`src/rtl/mic_pkg.sv`:
```
// ============================================================================
// mic_pkg
// Types, constants and helper functions of the masked interrupt controller.
// ============================================================================
package mic_pkg;

    // Default number of bus register words.
    localparam int unsigned NUM_REG_WORDS_DEF = 10;

    // Field widths.
    localparam int unsigned ADDR_W   = 16;
    localparam int unsigned DATA_W   = 32;
    localparam int unsigned IRQ_W    = 6;
    localparam int unsigned NUM_IRQ  = 64;
    localparam int unsigned WIDX_W   = ADDR_W - 2;
    localparam int unsigned S_TDATA_W = 56;
    localparam int unsigned S_TUSER_W = 2;
    localparam int unsigned M_TDATA_W = 40;

    // Register word map.
    localparam int unsigned WORD_PEND_LO = 'h0000;
    localparam int unsigned WORD_PEND_HI = 'h0001;
    localparam int unsigned WORD_MASK_LO = 'h0008;
    localparam int unsigned WORD_MASK_HI = 'h0009;

    typedef enum logic [1:0] {
        ACT_READ   = 2'd0,
        ACT_WRITE  = 2'd1,
        ACT_LINE   = 2'd2,
        ACT_ENABLE = 2'd3
    } action_t;

    typedef struct packed {
        logic             found;
        logic [IRQ_W-1:0] idx;
    } scan_hit_t;

    // Maps the two bit-reversed words onto a vector indexed by IRQ number.
    // The low word carries IRQs 63..32 from bit 0 up, the high word 31..0.
    function automatic logic [NUM_IRQ-1:0] irq_vector(
        input logic [DATA_W-1:0] lo_word,
        input logic [DATA_W-1:0] hi_word
    );
        logic [NUM_IRQ-1:0] v;
        for (int i = 0; i < DATA_W; i++) begin
            v[NUM_IRQ-1-i] = lo_word[i];
            v[DATA_W-1-i]  = hi_word[i];
        end
        return v;
    endfunction

    // Highest set bit of a 64-bit vector.
    function automatic scan_hit_t find_highest(input logic [NUM_IRQ-1:0] v);
        scan_hit_t hit;
        hit.found = 1'b0;
        hit.idx   = '0;
        for (int i = 0; i < NUM_IRQ; i++) begin
            if (v[i]) begin
                hit.found = 1'b1;
                hit.idx   = IRQ_W'(i);
            end
        end
        return hit;
    endfunction

endpackage

```
`src/rtl/masked_interrupt_controller.sv`:
```
// ============================================================================
// masked_interrupt_controller
// 64-source interrupt controller with pending and mask words on a bus map.
// ============================================================================
// Usage:
// Every request on the slave stream is one action, chosen by s_axis_tuser:
// a bus read, a bus write, a change of one IRQ line level, or a change of the
// global enable. Every request yields exactly one response on the master
// stream, carrying read data, an access error flag for word indexes at or
// beyond NUM_REG_WORDS, and a delivered IRQ number with its valid flag.
// A request is taken into an input register, fully processed by one pass of
// combinational logic (register update plus a 64-bit priority encoder for
// the delivery scan) and written into the response register. The response
// register is loaded from the input register whenever it is empty or its
// response is being taken. One request can be accepted every cycle while
// the receiver does not stall, so the sustained rate is then one request
// per cycle.
// When the receiver stalls, the response register holds its contents and the
// input register still takes one more request if it is empty; after that
// s_axis_tready drops until the response is taken.
// Reset (aresetn low, synchronous) clears all register words, the delivered
// flags and both pipeline valid bits, and sets the global enable.
// ============================================================================
module masked_interrupt_controller #(
    parameter int unsigned NUM_REG_WORDS = mic_pkg::NUM_REG_WORDS_DEF
) (
    input  logic                           aclk,
    input  logic                           aresetn,
    // Request stream.
    input  logic                           s_axis_tvalid,
    output logic                           s_axis_tready,
    // [15:0] byte_address, [47:16] write_data, [53:48] irq_line,
    // [54] line_level, [55] enable_value
    input  logic [mic_pkg::S_TDATA_W-1:0]  s_axis_tdata,
    // [1:0] action
    input  logic [mic_pkg::S_TUSER_W-1:0]  s_axis_tuser,
    // Response stream.
    output logic                           m_axis_tvalid,
    input  logic                           m_axis_tready,
    // [31:0] read_data, [32] access_error, [33] irq_deliver, [39:34] irq_number
    output logic [mic_pkg::M_TDATA_W-1:0]  m_axis_tdata
);

    localparam int unsigned IDX_W = $clog2(NUM_REG_WORDS);
    localparam int unsigned DW    = mic_pkg::DATA_W;
    localparam int unsigned NI    = mic_pkg::NUM_IRQ;
    localparam int unsigned IW    = mic_pkg::IRQ_W;

    localparam logic [IDX_W-1:0] IDX_PEND_LO = IDX_W'(mic_pkg::WORD_PEND_LO);
    localparam logic [IDX_W-1:0] IDX_PEND_HI = IDX_W'(mic_pkg::WORD_PEND_HI);
    localparam logic [IDX_W-1:0] IDX_MASK_LO = IDX_W'(mic_pkg::WORD_MASK_LO);
    localparam logic [IDX_W-1:0] IDX_MASK_HI = IDX_W'(mic_pkg::WORD_MASK_HI);

    // Input register.
    logic                        in_valid_reg;
    mic_pkg::action_t            in_action_reg;
    logic [mic_pkg::ADDR_W-1:0]  in_addr_reg;
    logic [DW-1:0]               in_data_reg;
    logic [IW-1:0]               in_line_reg;
    logic                        in_level_reg;
    logic                        in_en_reg;

    // Controller state.
    logic [DW-1:0]               words_reg [NUM_REG_WORDS];
    logic [DW-1:0]               words_next [NUM_REG_WORDS];
    logic [NI-1:0]               delivered_reg;
    logic [NI-1:0]               delivered_next;
    logic                        enable_reg;
    logic                        enable_next;

    // Response register.
    logic                        out_valid_reg;
    logic [DW-1:0]               out_rdata_reg;
    logic                        out_err_reg;
    logic                        out_deliver_reg;
    logic [IW-1:0]               out_irq_reg;

    logic                        advance;
    logic                        fire;
    logic [mic_pkg::WIDX_W-1:0]  word_index;
    logic [IDX_W-1:0]            widx;
    logic                        addr_ok;
    logic [IDX_W-1:0]            line_word;
    logic [4:0]                  line_bit;
    logic [NI-1:0]               delivered_mid;
    logic [NI-1:0]               pend_vec;
    logic [NI-1:0]               mask_vec;
    logic [NI-1:0]               eligible;
    logic                        scan_req;
    logic                        deliver;
    mic_pkg::scan_hit_t          hit;
    logic [DW-1:0]               rdata;
    logic                        err;

    // The response register moves whenever it is empty or being taken; the
    // input register refills whenever it is empty or moving on.
    assign advance       = !out_valid_reg || m_axis_tready;
    assign fire          = in_valid_reg && advance;
    assign s_axis_tready = !in_valid_reg || advance;

    assign word_index = in_addr_reg[mic_pkg::ADDR_W-1:2];
    assign widx       = word_index[IDX_W-1:0];
    assign addr_ok    = word_index < mic_pkg::WIDX_W'(NUM_REG_WORDS);

    // Lines 63..32 live in the low pending word, 31..0 in the high one, both
    // bit reversed, so the bit position is the inverted low five line bits.
    assign line_word = in_line_reg[IW-1] ? IDX_PEND_LO : IDX_PEND_HI;
    assign line_bit  = ~in_line_reg[4:0];

    // Apply the action to the register words and flags.
    always_comb begin
        words_next    = words_reg;
        delivered_mid = delivered_reg;
        enable_next   = enable_reg;
        scan_req      = 1'b0;
        rdata         = '0;
        err           = 1'b0;
        unique case (in_action_reg)
            mic_pkg::ACT_READ: begin
                if (!addr_ok) begin
                    err = 1'b1;
                end else begin
                    rdata = words_reg[widx];
                end
            end
            mic_pkg::ACT_WRITE: begin
                if (!addr_ok) begin
                    err = 1'b1;
                end else begin
                    words_next[widx] = in_data_reg;
                    scan_req = (widx == IDX_MASK_LO) || (widx == IDX_MASK_HI);
                end
            end
            mic_pkg::ACT_LINE: begin
                if (in_level_reg) begin
                    words_next[line_word][line_bit] = 1'b1;
                    scan_req = 1'b1;
                end else begin
                    words_next[line_word][line_bit] = 1'b0;
                    delivered_mid[in_line_reg]      = 1'b0;
                end
            end
            mic_pkg::ACT_ENABLE: begin
                enable_next = in_en_reg;
                scan_req    = in_en_reg;
            end
            default: begin
                err = 1'b0;
            end
        endcase
    end

    // Delivery scan on the updated words: highest pending, unmasked and not
    // yet delivered IRQ wins.
    assign pend_vec = mic_pkg::irq_vector(words_next[IDX_PEND_LO], words_next[IDX_PEND_HI]);
    assign mask_vec = mic_pkg::irq_vector(words_next[IDX_MASK_LO], words_next[IDX_MASK_HI]);
    assign eligible = pend_vec & ~mask_vec & ~delivered_mid;
    assign hit      = mic_pkg::find_highest(eligible);
    assign deliver  = scan_req && enable_next && hit.found;

    always_comb begin
        delivered_next = delivered_mid;
        if (deliver) begin
            delivered_next[hit.idx] = 1'b1;
        end
    end

    // Input register.
    always_ff @(posedge aclk) begin
        if (!aresetn) begin
            in_valid_reg <= 1'b0;
        end else if (s_axis_tready) begin
            in_valid_reg <= s_axis_tvalid;
        end
        if (s_axis_tvalid && s_axis_tready) begin
            in_action_reg <= mic_pkg::action_t'(s_axis_tuser[1:0]);
            in_addr_reg   <= s_axis_tdata[15:0];
            in_data_reg   <= s_axis_tdata[47:16];
            in_line_reg   <= s_axis_tdata[53:48];
            in_level_reg  <= s_axis_tdata[54];
            in_en_reg     <= s_axis_tdata[55];
        end
    end

    // Controller state.
    always_ff @(posedge aclk) begin
        if (!aresetn) begin
            for (int i = 0; i < NUM_REG_WORDS; i++) begin
                words_reg[i] <= '0;
            end
            delivered_reg <= '0;
            enable_reg    <= 1'b1;
        end else if (fire) begin
            words_reg     <= words_next;
            delivered_reg <= delivered_next;
            enable_reg    <= enable_next;
        end
    end

    // Response register.
    always_ff @(posedge aclk) begin
        if (!aresetn) begin
            out_valid_reg <= 1'b0;
        end else if (advance) begin
            out_valid_reg <= in_valid_reg;
        end
        if (fire) begin
            out_rdata_reg   <= rdata;
            out_err_reg     <= err;
            out_deliver_reg <= deliver;
            out_irq_reg     <= deliver ? hit.idx : '0;
        end
    end

    assign m_axis_tvalid = out_valid_reg;
    assign m_axis_tdata  = {out_irq_reg, out_deliver_reg, out_err_reg, out_rdata_reg};

endmodule

```
`config.mk`:
```
export PLATFORM = sky130hd
export DESIGN_NAME = masked_interrupt_controller
export DESIGN_NICKNAME = d
export VERILOG_FILES = /design/src/rtl/mic_pkg.sv /design/src/rtl/masked_interrupt_controller.sv
export SDC_FILE = /design/constraint.sdc
export NUM_CORES = 1
export LEC_CHECK = 0
export BUFFER_PORTS_ARGS = -buffer_cell sky130_fd_sc_hd__buf_4
export CAP_MARGIN = 0
export CORE_MARGIN = 2
export CORE_UTILIZATION = 55
export CTS_CLUSTER_DIAMETER = 120
export CTS_CLUSTER_SIZE = 40
export DETAILED_ROUTE_END_ITERATION = 10
export PLACE_DENSITY_LB_ADDON = 0.15
export SLEW_MARGIN = 20
export SYNTH_ARGS = -nofsm -noshare
export SYNTH_HDL_FRONTEND = slang
export SYNTH_SLANG_ARGS = --single-unit
```
`constraint.sdc`:
```
create_clock -name aclk -period 5.8 [get_ports aclk]
set_input_delay 0.29 -clock aclk [delete_from_list [all_inputs] [get_ports aclk]]
set_output_delay 0.29 -clock aclk [all_outputs]
set_load 0.05 [all_outputs]
```
==> flow_summary.json <==
{
  "power_mw": 6.07,
  "nNetsFinal": 3018,
  "worst_clock_skew_ns": 0.0366,
  "async_reset_ff_frac": 0,
  "worstPathMaxFanout": 14,
  "largest_reg_flops": 320,
  "ir_drop_mv": 0.297,
  "finalNonFillerCells": 3553,
  "groute.usage.overall": 0.432,
  "syn_avg_cell_area_um2": 8.46,
  "clock_latency_ns": 0.60,
  "synth_top_area_cell": "dfxtp_1",
  "drt_iter0_drc": 3953,
  "numCtsBuffers": 16,
  "area_growth_pct": 10.7,
  "routed_wl_um": 103000,
  "outcome": "finished clean",
  "final_area_um2": 27300,
  "dp_hpwl_um": 73800,
  "multi_input_area_um2": 13000,
  "max_slew_margin": 0.252,
  "cp_num_buf_inv": 2,
  "utilization": 0.618,
  "die_w_um": 216,
  "drv_cap": 0,
  "cp_cell_sequence": "inv_1 > ha_1 > or4bb_1 > nor3_2 > buf_4 > a221o_1 > a211oi_1 > o21ai_0 > nand4_1 > a211o_1 > a21oi_1 > o21ai_1 > nor4_1 > o31a_1",
  "worstSetupStartpointType": "register",
  "min_from": "aresetn",
  "drive_above_1_share": 0.127,
  "io-pin-count": 104,
  "slew_viol_final": 0,
  "regArea_um2": 10600,
  "tightest_slew_ns": 1.12,
  "reg2reg_from": "in_action_reg[1]",
  "path_class": "register to register",
  "fmax_mhz": 178,
  "gp_congestion": 1.04,
  "antenna_violating_nets_post_route": 0,
  "clock_path_buffers": 3,
  "overflow": 0,
  "syn_inst": 2919,
  "yosys_warnings": 0,
  "row_count": 77,
  "via_per_inst": 7.02,
  "synth-seq-area-share": 0.431,
  "synth_area_um2": 24700,
  "hold_path.class": "primary input to register",
  "grt_pass1_wl_um": 151000,
  "h-tree-depth": 1,
  "finalSetupTns_ns": 0,
  "cp.required_ns": 6.34,
  "grt_pass1_vias": 23317,
  "crit_family": "simple AND/OR/NAND/NOR gates",
  "synth_fp_nets": 2985,
  "cts_tree": "built",
  "dp_slack_ns": 0.556,
  "io_buffers": 101,
  "grt_max_degree": 108,
  "max_stage_delay_ns": 0.84,
  "dp_cells": 3468,
  "cpMaxStageDelayCell": "nor3_2",
  "hold_violations": 0,
  "yosys_register_bits": 483,
  "cts_resized": 0,
  "powerDensity_nw_per_um2": 222,
  "min_period_ns": 5.63,
  "route.detailed.drc": 0,
  "fillers": 3756,
  "num_vias": 24946,
  "antenna_cells": 0,
  "clkTransAtPathRegs_ns": 0.15,
  "first_pass_iters": 8,
  "post_cts_buffers": 0,
  "core_area_um2": 44200,
  "wl_per_cell_um": 29.0,
  "crit_arrival_ns": 6.17,
  "synth_area_leaders": "dfxtp_1 31%, edfxtp_1 12%, nand2_1 7.2%",
  "final-setup-viol-count": 0,
  "crit_start": "in_action_reg[1]",
  "cts_root_buf": "clkbuf_16",
  "synth_top_area_share": 0.314,
  "period_share": 0.970,
  "placed_cell_area_um2": 26300,
  "die_area_um2": 46600,
  "start_util": 0.558,
  "synth.distinct_cells": 90,
  "synth-main-ff-cell": "dfxtp_1",
  "setup_ws_ns": 0.171,
  "cts.sinks": 483,
  "synth_edf_count": 96,
  "whs_ns": 0.272,
  "power.leakage_nw": 9.01,
  "rsz0062_at_grt": "no",
  "cp-end-kind": "register",
  "antenna_found_initial": 1,
  "die_h_um": 216
}
==> layer usage <==
layer | up-vias | track usage | routed length, µm
li1 | 10721 | - | -
met1 | 12088 | 0.588 | 40000
met2 | 1827 | 0.646 | 44300
met3 | 310 | 0.124 | 13700
met4 | 0 | 0.180 | 5020
met5 | - | 0 | 0
==> power breakdown <==
| group | internal [mW] | switching (mW) |
|---|---|---|
| Sequential | 3.48 | 0.104 |
| Clock | 0.568 | 1.09 |
| Combinational | 0.255 | 0.570 |
==> worst paths after layout <==
| path | endpoint | slack (ns) | depth (start not counted) |
|---|---|---|---|
| max | delivered_reg[51] | 0.17 | 14 |
| min | enable_reg | 0.27 | 2 |
| max reg2reg | delivered_reg[51] | 0.17 | 14 |
| min reg2reg | words_reg[112] | 0.46 | 2 |
==> cell usage in the layout (no fill, tap or decap), types with 8 or more instances in the layout <==
cell	count
dfxtp_1	387
and2_1	13
a31oi_1	37
o211ai_1	27
or2_2	14
o22ai_1	22
nand2_1	474
nor3_1	23
a21oi_1	348
mux4_2	64
a2bb2oi_1	8
mux2i_1	35
or3_1	17
nor2_1	301
o311ai_0	16
nand2b_1	14
o21a_1	39
a211oi_1	34
clkbuf_16	17
or3b_2	8
nand3b_1	11
o31ai_1	25
a211o_1	8
o21ai_0	158
nand4_1	9
edfxtp_1	96
a22oi_1	67
a221o_1	37
a21o_1	11
dlygate4sd3_1	58
buf_4	224
nor4_1	9
nand3_1	87
a221oi_1	61
inv_1	35
==> Yosys cell counts, types with 34 or more instances <==
library cell,count
a211oi_1,34
a21oi_1,348
a221o_1,37
a221oi_1,61
a22oi_1,67
a31oi_1,37
clkbuf_1,231
dfxtp_1,387
edfxtp_1,96
inv_1,37
mux2i_1,35
mux4_2,64
nand2_1,475
nand3_1,87
nor2_1,302
o21a_1,39
o21ai_0,159
==> cell families (layout without fill, tap and decap cells) <==
group	Yosys count	after routing	share of synthesized area
buffers and inverters	308	350	0.0481
and+or+nand+nor	1059	1059	0.193
AOI/OAI and AO/OA	966	966	0.253
adders and majority gates	4	4	0.00203
muxes	99	99	0.0726
DFF	483	483	0.431
==> worst reg2reg max path, cell delays in order (launching register included) <==
cell      delay [ns]
edfxtp_1        0.42
inv_1           0.08
ha_1            0.66
or4bb_1         0.51
nor3_2          0.84
buf_4           0.30
a221o_1         0.21
a211oi_1        0.11
o21ai_0         0.48
nand4_1         0.22
a211o_1         0.34
a21oi_1         0.33
o21ai_1         0.35
nor4_1          0.55
o31a_1          0.19
==> final cells by class <==
| cell class | instances | share of cell area |
|---|---|---|
| clock buffer | 23 | 0.0164 |
| clock inverter | 4 | 0.00178 |
| inverter | 37 | 0.00526 |
| multi-input combinational | 2128 | 0.475 |
| sequential | 483 | 0.389 |
| tap | 592 | 0.0271 |
| timing repair buffer | 286 | 0.0857 |
==> repair_timing <==
| item | 4_1_cts | 5_1_grt |
|---|---|---|
| endpoints found under the hold margin | 58 | 0 |
| hold buffers | 58 | 0 |
| endpoints found under the setup margin | 0 | 0 |
Note: power is estimated with default switching activity, not from simulation.
